[src/design/ole_pkg.sv]
// Shared codes and types for the ordered list engine.
// Depends on nothing; ordered_list_engine_unit and the testbench import it.
package ole_pkg;

  // Command codes
  localparam logic [2:0] CMD_APPEND  = 3'd0;
  localparam logic [2:0] CMD_INSERT  = 3'd1;
  localparam logic [2:0] CMD_DEL_POS = 3'd2;
  localparam logic [2:0] CMD_DEL_VAL = 3'd3;
  localparam logic [2:0] CMD_FIND    = 3'd4;
  localparam logic [2:0] CMD_SORT    = 3'd5;

  // Status codes
  localparam logic [1:0] ST_OK       = 2'd0;
  localparam logic [1:0] ST_BOUNDS   = 2'd1;
  localparam logic [1:0] ST_NOTFOUND = 2'd2;
  localparam logic [1:0] ST_FULL     = 2'd3;

  // Sequencer states
  typedef enum logic [2:0] {
    S_IDLE,
    S_SHIFT_UP,
    S_SHIFT_DN,
    S_SCAN,
    S_SORT,
    S_FINISH
  } ole_state_t;

endpackage

[src/design/ole_if.sv]
// Valid/ready channel interfaces for commands and results.
// Standalone; used by the top level ordered_list_engine_unit.
interface ole_in_if;
  logic               valid;
  logic               ready;
  logic [2:0]         cmd;
  logic [6:0]         position;
  logic signed [31:0] value;

  modport source (output valid, cmd, position, value, input ready);
  modport sink   (input valid, cmd, position, value, output ready);
endinterface

interface ole_out_if;
  logic       valid;
  logic       ready;
  logic [1:0] status;
  logic [5:0] found_position;
  logic [6:0] list_count;

  modport source (output valid, status, found_position, list_count, input ready);
  modport sink   (input valid, status, found_position, list_count, output ready);
endinterface

[src/design/ole_ram.sv]
// Generic single-write, single-read RAM with registered read data.
// No dependencies; holds the list entries.
module ole_ram #(
  parameter int WIDTH = 32,
  parameter int DEPTH = 64
) (
  input  logic                     clk,
  input  logic                     we,
  input  logic [$clog2(DEPTH)-1:0] waddr,
  input  logic [WIDTH-1:0]         wdata,
  input  logic                     re,
  input  logic [$clog2(DEPTH)-1:0] raddr,
  output logic [WIDTH-1:0]         rdata
);

  logic [WIDTH-1:0] mem [DEPTH];

  // Write port
  always_ff @(posedge clk) begin
    if (we) begin
      mem[waddr] <= wdata;
    end
  end

  // Registered read port
  always_ff @(posedge clk) begin
    if (re) begin
      rdata <= mem[raddr];
    end
  end

endmodule

[src/design/ordered_list_engine_unit.sv]
// Ordered list engine: bounded list of signed 32-bit entries in one RAM.
// Append, insert at the end, rejected and unknown commands and sorts of fewer than two entries
// go straight to the result state; insert or delete at a position shifts the entries behind it,
// a value delete scans from the front and then shifts, a find scans until a hit or the end, and
// a sort runs bubble passes whose length starts at count and shrinks, at most count-1 passes.
// One command at a time, ready again as the result loads; reset clears the count.
module ordered_list_engine_unit
  import ole_pkg::*;
#(
  parameter int CAPACITY = 64
) (
  input  logic       clk,
  input  logic       rst_n,
  ole_in_if.sink     in_chan,
  ole_out_if.source  out_chan
);

  localparam int AW = (CAPACITY > 1) ? $clog2(CAPACITY) : 1;
  localparam int CW = $clog2(CAPACITY + 1);

  ole_state_t     state_r, state_nxt;
  logic [2:0]     cmd_r, cmd_nxt;
  logic [31:0]    key_r, key_nxt;
  logic [CW-1:0]  count_r, count_nxt;
  logic [CW-1:0]  pos_r, pos_nxt;
  logic [CW-1:0]  rem_r, rem_nxt;
  logic [CW-1:0]  len_r, len_nxt;
  logic [AW-1:0]  rd_idx_r, rd_idx_nxt;
  logic [AW-1:0]  didx_r, didx_nxt;
  logic           dv_r, dv_nxt;
  logic [31:0]    hold_r, hold_nxt;
  logic           swapped_r, swapped_nxt;
  logic [1:0]     status_r, status_nxt;
  logic [AW-1:0]  found_r, found_nxt;

  logic           out_valid_r, out_valid_nxt;
  logic [1:0]     out_status_r, out_status_nxt;
  logic [5:0]     out_found_r, out_found_nxt;
  logic [6:0]     out_count_r, out_count_nxt;

  logic           mem_we, mem_re;
  logic [AW-1:0]  mem_waddr;
  logic [31:0]    mem_wdata, mem_rdata;

  logic           in_fire, issue, match, cmp_eq, cmp_gt;
  logic [31:0]    pos_w, cnt_w, found_w, count_w;

  ole_ram #(.WIDTH(32), .DEPTH(CAPACITY)) u_ram (
    .clk   (clk),
    .we    (mem_we),
    .waddr (mem_waddr),
    .wdata (mem_wdata),
    .re    (mem_re),
    .raddr (rd_idx_r),
    .rdata (mem_rdata)
  );

  // Compare logic on the read data: key match for scans, signed order for sort passes
  assign cmp_eq = (mem_rdata == key_r);
  assign cmp_gt = $signed(hold_r) > $signed(mem_rdata);

  assign in_chan.ready       = (state_r == S_IDLE);
  assign in_fire             = in_chan.valid && in_chan.ready;
  assign out_chan.valid          = out_valid_r;
  assign out_chan.status         = out_status_r;
  assign out_chan.found_position = out_found_r;
  assign out_chan.list_count     = out_count_r;

  assign pos_w   = 32'(in_chan.position);
  assign cnt_w   = 32'(count_r);
  assign found_w = 32'(found_r);
  assign count_w = 32'(count_r);
  assign match   = dv_r && cmp_eq;
  assign mem_re  = issue;

  // Sequencer: next state, RAM control and result capture
  always_comb begin
    state_nxt     = state_r;
    cmd_nxt       = cmd_r;
    key_nxt       = key_r;
    count_nxt     = count_r;
    pos_nxt       = pos_r;
    rem_nxt       = rem_r;
    len_nxt       = len_r;
    rd_idx_nxt    = rd_idx_r;
    didx_nxt      = didx_r;
    hold_nxt      = hold_r;
    swapped_nxt   = swapped_r;
    status_nxt    = status_r;
    found_nxt     = found_r;
    out_valid_nxt = out_valid_r && !out_chan.ready;
    out_status_nxt = out_status_r;
    out_found_nxt  = out_found_r;
    out_count_nxt  = out_count_r;
    mem_we        = 1'b0;
    mem_waddr     = '0;
    mem_wdata     = '0;
    issue         = 1'b0;

    unique case (state_r)
      S_IDLE: begin
        if (in_fire) begin
          cmd_nxt    = in_chan.cmd;
          key_nxt    = in_chan.value;
          status_nxt = ST_OK;
          found_nxt  = '0;
          rd_idx_nxt = '0;
          state_nxt  = S_FINISH;
          unique case (in_chan.cmd)
            CMD_APPEND: begin
              if (cnt_w >= 32'(CAPACITY)) begin
                status_nxt = ST_FULL;
              end else begin
                mem_we    = 1'b1;
                mem_waddr = AW'(count_r);
                mem_wdata = in_chan.value;
                count_nxt = CW'(count_r + 1'b1);
              end
            end
            CMD_INSERT: begin
              if (pos_w > cnt_w) begin
                status_nxt = ST_BOUNDS;
              end else if (cnt_w >= 32'(CAPACITY)) begin
                status_nxt = ST_FULL;
              end else if (pos_w == cnt_w) begin
                mem_we    = 1'b1;
                mem_waddr = AW'(count_r);
                mem_wdata = in_chan.value;
                count_nxt = CW'(count_r + 1'b1);
              end else begin
                pos_nxt    = CW'(in_chan.position);
                rem_nxt    = CW'(count_r - CW'(in_chan.position));
                rd_idx_nxt = AW'(count_r - 1'b1);
                state_nxt  = S_SHIFT_UP;
              end
            end
            CMD_DEL_POS: begin
              if (pos_w >= cnt_w) begin
                status_nxt = ST_BOUNDS;
              end else begin
                pos_nxt    = CW'(in_chan.position);
                rem_nxt    = CW'(count_r - 1'b1 - CW'(in_chan.position));
                rd_idx_nxt = AW'(CW'(in_chan.position) + 1'b1);
                state_nxt  = S_SHIFT_DN;
              end
            end
            CMD_DEL_VAL, CMD_FIND: begin
              rem_nxt   = count_r;
              state_nxt = S_SCAN;
            end
            CMD_SORT: begin
              if (cnt_w >= 32'd2) begin
                len_nxt     = count_r;
                rem_nxt     = count_r;
                swapped_nxt = 1'b0;
                state_nxt   = S_SORT;
              end
            end
            default: begin
              // Unused command codes change nothing
            end
          endcase
        end
      end

      // Move entries up by one, highest first, then drop the new value in
      S_SHIFT_UP: begin
        issue = (rem_r != '0);
        if (issue) begin
          rd_idx_nxt = AW'(rd_idx_r - 1'b1);
          rem_nxt    = CW'(rem_r - 1'b1);
        end
        if (dv_r) begin
          mem_we    = 1'b1;
          mem_waddr = AW'(didx_r + 1'b1);
          mem_wdata = mem_rdata;
        end else if (rem_r == '0) begin
          mem_we    = 1'b1;
          mem_waddr = AW'(pos_r);
          mem_wdata = key_r;
          count_nxt = CW'(count_r + 1'b1);
          state_nxt = S_FINISH;
        end
      end

      // Move entries down by one over the removed position
      S_SHIFT_DN: begin
        issue = (rem_r != '0);
        if (issue) begin
          rd_idx_nxt = AW'(rd_idx_r + 1'b1);
          rem_nxt    = CW'(rem_r - 1'b1);
        end
        if (dv_r) begin
          mem_we    = 1'b1;
          mem_waddr = AW'(didx_r - 1'b1);
          mem_wdata = mem_rdata;
        end else if (rem_r == '0) begin
          count_nxt = CW'(count_r - 1'b1);
          state_nxt = S_FINISH;
        end
      end

      // Walk entries from the front until the key matches or the list ends
      S_SCAN: begin
        issue = (rem_r != '0) && !match;
        if (issue) begin
          rd_idx_nxt = AW'(rd_idx_r + 1'b1);
          rem_nxt    = CW'(rem_r - 1'b1);
        end
        if (match) begin
          found_nxt = didx_r;
          if (cmd_r == CMD_DEL_VAL) begin
            pos_nxt    = CW'(didx_r);
            rem_nxt    = CW'(count_r - 1'b1 - CW'(didx_r));
            rd_idx_nxt = AW'(didx_r + 1'b1);
            state_nxt  = S_SHIFT_DN;
          end else begin
            state_nxt = S_FINISH;
          end
        end else if (rem_r == '0) begin
          status_nxt = ST_NOTFOUND;
          state_nxt  = S_FINISH;
        end
      end

      // Bubble pass: carry the largest seen so far, write back the smaller one
      S_SORT: begin
        issue = (rem_r != '0);
        if (issue) begin
          rd_idx_nxt = AW'(rd_idx_r + 1'b1);
          rem_nxt    = CW'(rem_r - 1'b1);
        end
        if (dv_r) begin
          if (didx_r == '0) begin
            hold_nxt = mem_rdata;
          end else if (cmp_gt) begin
            mem_we      = 1'b1;
            mem_waddr   = AW'(didx_r - 1'b1);
            mem_wdata   = mem_rdata;
            swapped_nxt = 1'b1;
          end else begin
            mem_we    = 1'b1;
            mem_waddr = AW'(didx_r - 1'b1);
            mem_wdata = hold_r;
            hold_nxt  = mem_rdata;
          end
        end else if (rem_r == '0) begin
          mem_we    = 1'b1;
          mem_waddr = AW'(len_r - 1'b1);
          mem_wdata = hold_r;
          if (swapped_r && (len_r > CW'(2))) begin
            len_nxt     = CW'(len_r - 1'b1);
            rem_nxt     = CW'(len_r - 1'b1);
            rd_idx_nxt  = '0;
            swapped_nxt = 1'b0;
          end else begin
            state_nxt = S_FINISH;
          end
        end
      end

      // Load the result register once it is free
      S_FINISH: begin
        if (!out_valid_r || out_chan.ready) begin
          out_valid_nxt  = 1'b1;
          out_status_nxt = status_r;
          out_found_nxt  = found_w[5:0];
          out_count_nxt  = count_w[6:0];
          state_nxt      = S_IDLE;
        end
      end

      default: begin
        state_nxt = S_IDLE;
      end
    endcase

    dv_nxt   = issue;
    didx_nxt = issue ? rd_idx_r : didx_r;
  end

  // Control registers
  always_ff @(posedge clk) begin
    if (!rst_n) begin
      state_r     <= S_IDLE;
      count_r     <= '0;
      dv_r        <= 1'b0;
      out_valid_r <= 1'b0;
    end else begin
      state_r     <= state_nxt;
      count_r     <= count_nxt;
      dv_r        <= dv_nxt;
      out_valid_r <= out_valid_nxt;
    end
  end

  // Payload and working registers
  always_ff @(posedge clk) begin
    cmd_r        <= cmd_nxt;
    key_r        <= key_nxt;
    pos_r        <= pos_nxt;
    rem_r        <= rem_nxt;
    len_r        <= len_nxt;
    rd_idx_r     <= rd_idx_nxt;
    didx_r       <= didx_nxt;
    hold_r       <= hold_nxt;
    swapped_r    <= swapped_nxt;
    status_r     <= status_nxt;
    found_r      <= found_nxt;
    out_status_r <= out_status_nxt;
    out_found_r  <= out_found_nxt;
    out_count_r  <= out_count_nxt;
  end

  // Checks
  a_count_bound: assert property (@(posedge clk) disable iff (!rst_n)
    32'(count_r) <= 32'(CAPACITY))
    else $error("entry count above capacity");

  a_write_in_list: assert property (@(posedge clk) disable iff (!rst_n)
    mem_we |-> (32'(mem_waddr) <= 32'(count_r)))
    else $error("RAM write beyond the end of the list");

  a_sort_len: assert property (@(posedge clk) disable iff (!rst_n)
    (state_r == S_SORT) |-> ((32'(len_r) >= 32'd2) && (len_r <= count_r)))
    else $error("sort pass length out of range");

  a_result_to_idle: assert property (@(posedge clk) disable iff (!rst_n)
    (state_r == S_FINISH && (!out_valid_r || out_chan.ready))
      |=> (out_valid_r && state_r == S_IDLE))
    else $error("result not loaded on finish");

endmodule

[src/flat_wrapper.sv]
// flat-port wrapper written by rule: the top's interface ports become plain ports
module ordered_list_engine_unit_flat import ole_pkg::*;
#(
  parameter int CAPACITY = 64
)
  (clk, rst_n, in_chan_valid, in_chan_cmd, in_chan_position, in_chan_value, in_chan_ready, out_chan_valid, out_chan_status, out_chan_found_position, out_chan_list_count, out_chan_ready);
  ole_in_if in_chan_i ();
  ole_out_if out_chan_i ();
  input  logic clk;
  input  logic rst_n;
  input wire logic [$bits(in_chan_i.valid)-1:0] in_chan_valid;
  input wire logic [$bits(in_chan_i.cmd)-1:0] in_chan_cmd;
  input wire logic [$bits(in_chan_i.position)-1:0] in_chan_position;
  input wire logic [$bits(in_chan_i.value)-1:0] in_chan_value;
  output wire logic [$bits(in_chan_i.ready)-1:0] in_chan_ready;
  output wire logic [$bits(out_chan_i.valid)-1:0] out_chan_valid;
  output wire logic [$bits(out_chan_i.status)-1:0] out_chan_status;
  output wire logic [$bits(out_chan_i.found_position)-1:0] out_chan_found_position;
  output wire logic [$bits(out_chan_i.list_count)-1:0] out_chan_list_count;
  input wire logic [$bits(out_chan_i.ready)-1:0] out_chan_ready;
  assign in_chan_i.valid = in_chan_valid;
  assign in_chan_i.cmd = in_chan_cmd;
  assign in_chan_i.position = in_chan_position;
  assign in_chan_i.value = in_chan_value;
  assign in_chan_ready = in_chan_i.ready;
  assign out_chan_valid = out_chan_i.valid;
  assign out_chan_status = out_chan_i.status;
  assign out_chan_found_position = out_chan_i.found_position;
  assign out_chan_list_count = out_chan_i.list_count;
  assign out_chan_i.ready = out_chan_ready;
  ordered_list_engine_unit #(.CAPACITY(CAPACITY)) u_core (.clk(clk), .rst_n(rst_n), .in_chan(in_chan_i), .out_chan(out_chan_i));
endmodule
[config.mk]
export PLATFORM = sky130hd
export DESIGN_NAME = ordered_list_engine_unit_flat
export DESIGN_NICKNAME = d
export VERILOG_FILES = /design/src/design/ole_pkg.sv /design/src/design/ole_if.sv /design/src/design/ole_ram.sv /design/src/design/ordered_list_engine_unit.sv /design/src/flat_wrapper.sv
export SDC_FILE = /design/constraint.sdc
export NUM_CORES = 2
export LEC_CHECK = 0
export ABC_AREA = 1
export BUFFER_PORTS_ARGS = -buffer_cell sky130_fd_sc_hd__buf_2
export CAP_MARGIN = 20
export CORE_MARGIN = 3
export CORE_UTILIZATION = 40
export DETAILED_ROUTE_END_ITERATION = 7
export GPL_TIMING_DRIVEN = 0
export MAX_ROUTING_LAYER = met4
export SETUP_SLACK_MARGIN = 0.4
export SKIP_CTS_REPAIR_TIMING = 1
export SLEW_MARGIN = 20
export SYNTH_ARGS = -nofsm -noshare
export SYNTH_HDL_FRONTEND = slang
export SYNTH_SLANG_ARGS = --single-unit
[constraint.sdc]
create_clock -name clk -period 6.6 [get_ports clk]
set_input_delay 0.33 -clock clk [delete_from_list [all_inputs] [get_ports clk]]
set_output_delay 0.33 -clock clk [all_outputs]
set_load 0.01 [all_outputs]
After elaboration in Yosys (flattened, before gate mapping)
Memory sizes are Yosys's and may differ from the RTL's. A register that Yosys moved wholly into a read port is not among the register bits.
Index checks and enable logic that the tools add are counted.

word-level totals
  bits in registers = 135
  RAM bits = 2048
  input port bits = 46
  output and inout bits = 17
  logic and storage cells = 255
  memories kept = 1

memory list
  memory            depth  bits a word  read ports  clocked after memory_dff  write ports  RTL line       text
  u_core.u_ram.mem  64     32           1           1                         1            ole_ram.sv:16  logic [WIDTH-1:0] mem [DEPTH];

cells by class
  add/subtract/negate cells = 12
  magnitude comparators = 6
  eq/ne operators = 46
  multiplexer cells = 138
  reductions and logical operators = 34

operators with widths
  operator               number
  $mux W32               14
  $mux W6                33
  $mux W7                27
  $pmux W32 S4           1
  $pmux W32 S2           1
  $pmux W6 S2            5
  $pmux W7 S4            2
  $mux W3                13
  $ne A3 B3 Y1 const B   11
  $eq A32 B32 Y1         1
  $gt A32 B32 Y1         1
  $pmux W6 S5            1
  $pmux W7 S2            2
  $mux W1                24
  $pmux W6 S4            1
  $pmux W7 S3            1
  $sub A7 B1 Y7 const B  3
  $ne A2 B2 Y1 const B   10
  $add A6 B1 Y6 const B  3
  $ne A2 B1 Y1 const B   9
  $reduce_and A8 Y1      2
  $eq A3 B2 Y1 const B   5
  $pmux W3 S5            1
  $sub A7 B7 Y7          2
  39 further kinds       63

Longest topological paths before layout
  word-level depth = 9
  mapped depth = 21
  mapped depth without buffers = 20

Modules after synthesis
From an unflattened synthesis, not the netlist that was laid out.

second synthesis, totals
  cells, all modules = 8264
  area total of the unflattened synthesis = 93968.9 µm²

modules (own cells, without submodules)
  module                    instances  cells each  area an instance (µm²)  seq. area each (µm²)
  ole_ram                   1          6785        83106.0                 62459.9
  ordered_list_engine_unit  1          1479        10862.9                 3933.8

Least setup slack after synthesis
No wires, ideal clock.

  path type = flip-flop to flip-flop
  start = reg u_core.state_r[0]
  end = mem u_core.u_ram.mem[34][0], enable pin
  setup time = 421 ps
  arrival time = 3709 ps
  required time = 6179 ps
  setup slack = 2470 ps
  cell stages (with the launch flop) = 13
  buffers on the path = 1
  clock period less this slack = 4130 ps
  cell sequence = dfxtp_1 nor2_4 nand2_2 nor2_4 nand3_1 nor3_2 o21ai_2 buf_6 o21ai_2 inv_2 nor2_2 nand2_2 nor2_1

between the ends
  longest elaborated chain between the ends = 6
  elaborated cells between the ends (all ways) = 11
  classes of those cells = eq/ne: 3; mux: 6; reduce/logical: 2

RTL lines
  item                           RTL line                                                         text
  start, declared                ordered_list_engine_unit.sv:21                                   ole_state_t state_r, state_nxt;
  start signal, assigned         ordered_list_engine_unit.sv:290                                  state_r <= state_nxt;
  $logic_not A3 Y1               ordered_list_engine_unit.sv:62, ordered_list_engine_unit.sv:100
  $logic_and A1 B1 Y1            ordered_list_engine_unit.sv:63                                   assign in_fire = in_chan.valid && in_chan.ready;
  $mux W1                        ordered_list_engine_unit.sv:102                                  if (in_fire) begin
  $pmux W1 S4                    ordered_list_engine_unit.sv:100                                  unique case (state_r)
  $mux W1                        ole_ram.sv:20                                                    if (we) begin
  $mux W1 (not written as such)  ole_ram.sv:21                                                    mem[waddr] <= wdata;
  end, declared                  ole_ram.sv:16

Several ways; a longest one is shown, not always the timed one.

==> impl_results.md <==
* Worst R2R Start: u_core.rd_idx_r[0]
* Sequential area share after synthesis at 72.4%
* Post-route clock period utilization at 81.2%
* Post-synth ARST share at 0%
* Number of enable flip-flop cells after synthesis at 2203
* Number of placed I/O pins at 63
* Number of nets in the layout at 7850
* Multi-input combinational cell area at 23100 µm²
* Commonest cells in the synthesized netlist: 2203 x edfxtp_1, 1197 x nor2_1, 1100 x o21ai_0
* Maximum number of pins on one net before global-route repair at 65
* GRT Residual Overflow at 0
* Share of layout cells above drive strength 1 at 9.84%
* Average routed wire per standard cell at 34.3 µm
* Worst EP arrival at 6.04 ns
* Cells on worst reg2reg path at 10
* Initial antenna violation count at 21
* Final setup violation count at 0
* DRT Pass-1 Iters at 7
* Count of final hold-check violations at 0
* Launching element of the worst setup path: u_core.rd_idx_r[0]
* Violation count after the first detailed-routing iteration at 12707
* Number of instances in the synthesized netlist at 7222
* Total wire length at 376000 µm
* Top-count cell post-synth: edfxtp_1
* Seq pwr share at 34.5%
* Worst path top cell family by delay: buffers and inverters
* Non-filler instance count after layout at 10952
* Shortest clock period the worst path allows after layout at 5.36 ns
* Layout fillers at 19822
* Count of state elements after synthesis at 2215
* First-pass GRT wire length at 513000 µm
* Total power after layout at 0.0498 W
* Sw Ratio at 43.4%
* Mapped cell area at 91700 µm²
* Global-route usage over all layers at 31.9%
* Max cap viols at 0
* Starting density of the core at 40.3%
* Setup TNS at 0 ns
* Power density relative to cell area at 459 nW/µm²
* Number of sinks handled by clock tree synthesis at 2215
* Port buffer count at 62
* Weighted congestion reported at the end of routability-driven placement at 1.04
* Switch Pwr at 0.0216 W
* Die extent in x at 485 µm
* Hold path startpoint: in_chan_position[2]
* Pleak at 35.2 nW
* Worst EP required at 7.28 ns
* Number of slew-limit violations in the final report at 0
* Number of nets with antenna violations after detailed routing at 0
* Worst hold slack after final layout at 0.0176 ns
* Die outline height at 485 µm
* Cell Count Post-Placement at 10481
* Largest clock skew in the final design at 0.100 ns
* Cell type with the highest aggregate area in the netlist: edfxtp_1
* Worst-path cell chain: buf_2 > buf_2 > clkbuf_1 > clkbuf_1 > nor2_1 > o221ai_1 > nand3_1 > nand3_1 > nand3_1 > nand2_1
* Setup CP Type: flip-flop to flip-flop
* Clock buffer count from CTS at 223
* Area delta synth->final at 18.3%
* Clk root buf: clkbuf_16
* Area of all sequential standard cells at 66400 µm²
* Hold depth at 3
* Endpoint of the worst-slack reg-to-reg timing path: u_core.u_ram.rdata[12]
* Average cell area after synthesis at 12.7 µm²
* CTS max path bufs at 3
* Gate power share at 40.2%
* DR DRC count at 0
* Area of the core at 228000 µm²
* Largest incremental delay on the critical path at 0.89 ns
* Maximum fanout encountered on the critical timing path at 10
* Row count at 175
* Number of H-tree levels at 4
* Top cells by area, synth: edfxtp_1 72%, o21ai_0 6.0%, o221ai_1 5.2%, nor2_1 4.9%, nand3_1 3.2%
* Critical path endpoint category: flip-flop
* Yosys top cell area share at 72.2%
* Worst slew slack as a fraction of its limit at 13.0%
* Max VDD drop at 0.292 mV
* Yosys cell types at 51
* Latest clock arrival within the worst-skew pair at 0.92 ns
* Critical-path top delay cell: clkbuf_1
* Cell internal power dissipation at 0.0282 W
* Hpwl dp at 265000 µm
* Proportion of power drawn by the clock network at 25.3%
* Worst setup SP type: flip-flop
* Clk slew on worst S/H paths at 0.06 ns
* Net count of the mapped netlist at 7334
* End point of the most critical hold path: u_core.pos_r[2]
* Worst setup slack for register-to-register paths at 1.24 ns
* Setup repair after global routing missed its margin: false
* Yosys synthesis warning count at 0
* Slew of the pin with the lowest slew margin at 1.31 ns
* DIE AREA at 235000 µm²
* Most common cell type on the critical path: nand3_1
* Overall via count from detail_route at 69547
* Result of the run: complete, no violations
* Buffer and inverter count on the worst path at 4
* Most used DFF post-synth: edfxtp_1
* Maximum clock rate at 0.187 GHz
* Via density at 6.35
* CTS tree: built
* Vias in the first global route at 65014
* Path type of the worst min-delay path: input port to flip-flop
[registers in the layout (all words and copies together), names as in the netlist, 3 cells and up]
name / cells
u_core.rem_r: 7
u_core.state_r: 3
u_core.found_r: 6
u_core.rd_idx_r: 6
u_core.didx_r: 6
u_core.u_ram.mem: 2048
u_core.count_r: 7
u_core.out_chan.list_count: 7
u_core.out_chan.found_position: 6
u_core.hold_r: 32
u_core.key_r: 32
u_core.u_ram.rdata: 32
u_core.len_r: 7
u_core.pos_r: 6
u_core.cmd_r: 3
[placed cells by master, fill, tap and decap left out, drive strengths merged, types with 3 or more instances in the layout]
master	n
a211oi	35
a21oi	57
a31oi	5
a32oi	3
buf	311
bufinv	17
clkbuf	725
clkinv	113
clkinvlp	13
dfxtp	12
diode	14
dlygate4sd3	40
edfxtp	2203
fa	3
ha	63
inv	257
nand2	436
nand3	592
nand3b	4
nand4	55
nor2	1208
nor3	23
o211ai	4
o21ai	1108
o21bai	10
o221ai	546
o22ai	5
or2	17
xnor2	15
xor2	33
[stage by stage]
step	area (µm²)	util [%]	setup slack (ns)
finish	108000	47.6	1.24
global route	108000	47.6	1.48
CTS	108000	47.4	1.78
detailed placement	101000	44.3	1.73
global placement	95800	42.0	-1.78
floorplan	91700	-	2.47
[area by class of cell]
type / instances / share of cell area, %
Tap cell: 3009 / 3.47
Buffer: 511 / 1.83
Clock buffer: 274 / 5.34
Antenna cell: 14 / 0.0323
Timing Repair Buffer: 291 / 4.67
Clock inverter: 142 / 1.24
Multi-Input combinational cell: 4238 / 21.3
Sequential cell: 2215 / 61.2
Inverter: 258 / 0.893
[worst max-delay path by stage]
stage,end,slack [ns],cells past startpoint
after floorplan,u_core.u_ram.mem[34][0],2.47,12
after global routing,u_core.u_ram.rdata[12],1.48,10
after CTS,u_core.u_ram.mem[45][21],1.78,15
after detailed placement,u_core.u_ram.mem[45][19],1.73,15
after global placement,u_core.u_ram.mem[57][8],-1.78,12
final,u_core.u_ram.rdata[12],1.24,10
[cells by family after synthesis]
family          share of synthesized area [%]
fa+ha+maj                               0.925
xor+xnor                                0.459
simple gates                             10.8
buf+inv                                  3.19
compound gates                           12.2
flops                                    72.4
[worst min-delay path, cell delays in order]
cell	delay [ns]
buf_2	0.12
inv_1	0.11
o21bai_1	0.17
[power by group through the flow]
stage | sequential (W) | clock (W) | combinational [W]
6_report | 0.0172 | 0.0126 | 0.0200
3_5_place_dp | 0.0175 | 0 | 0.0189
3_3_place_gp | 0.0177 | 0 | 0.0181
2_1_floorplan | 0.0174 | 0 | 0.00959
5_1_grt | 0.0172 | 0.0131 | 0.0206
4_1_cts | 0.0172 | 0.0126 | 0.0189
[routing by layer]
| layer | share of wire (%) | vias up | track usage, % |
|---|---|---|---|
| met5 | 0 | - | - |
| met4 | 6.3 | 0 | 16.3 |
| met1 | 37 | 34489 | 41.3 |
| met3 | 15 | 1129 | 10.5 |
| li1 | - | 28287 | - |
| met2 | 42 | 5642 | 44.8 |
Power figures use the tool's default switching activity.
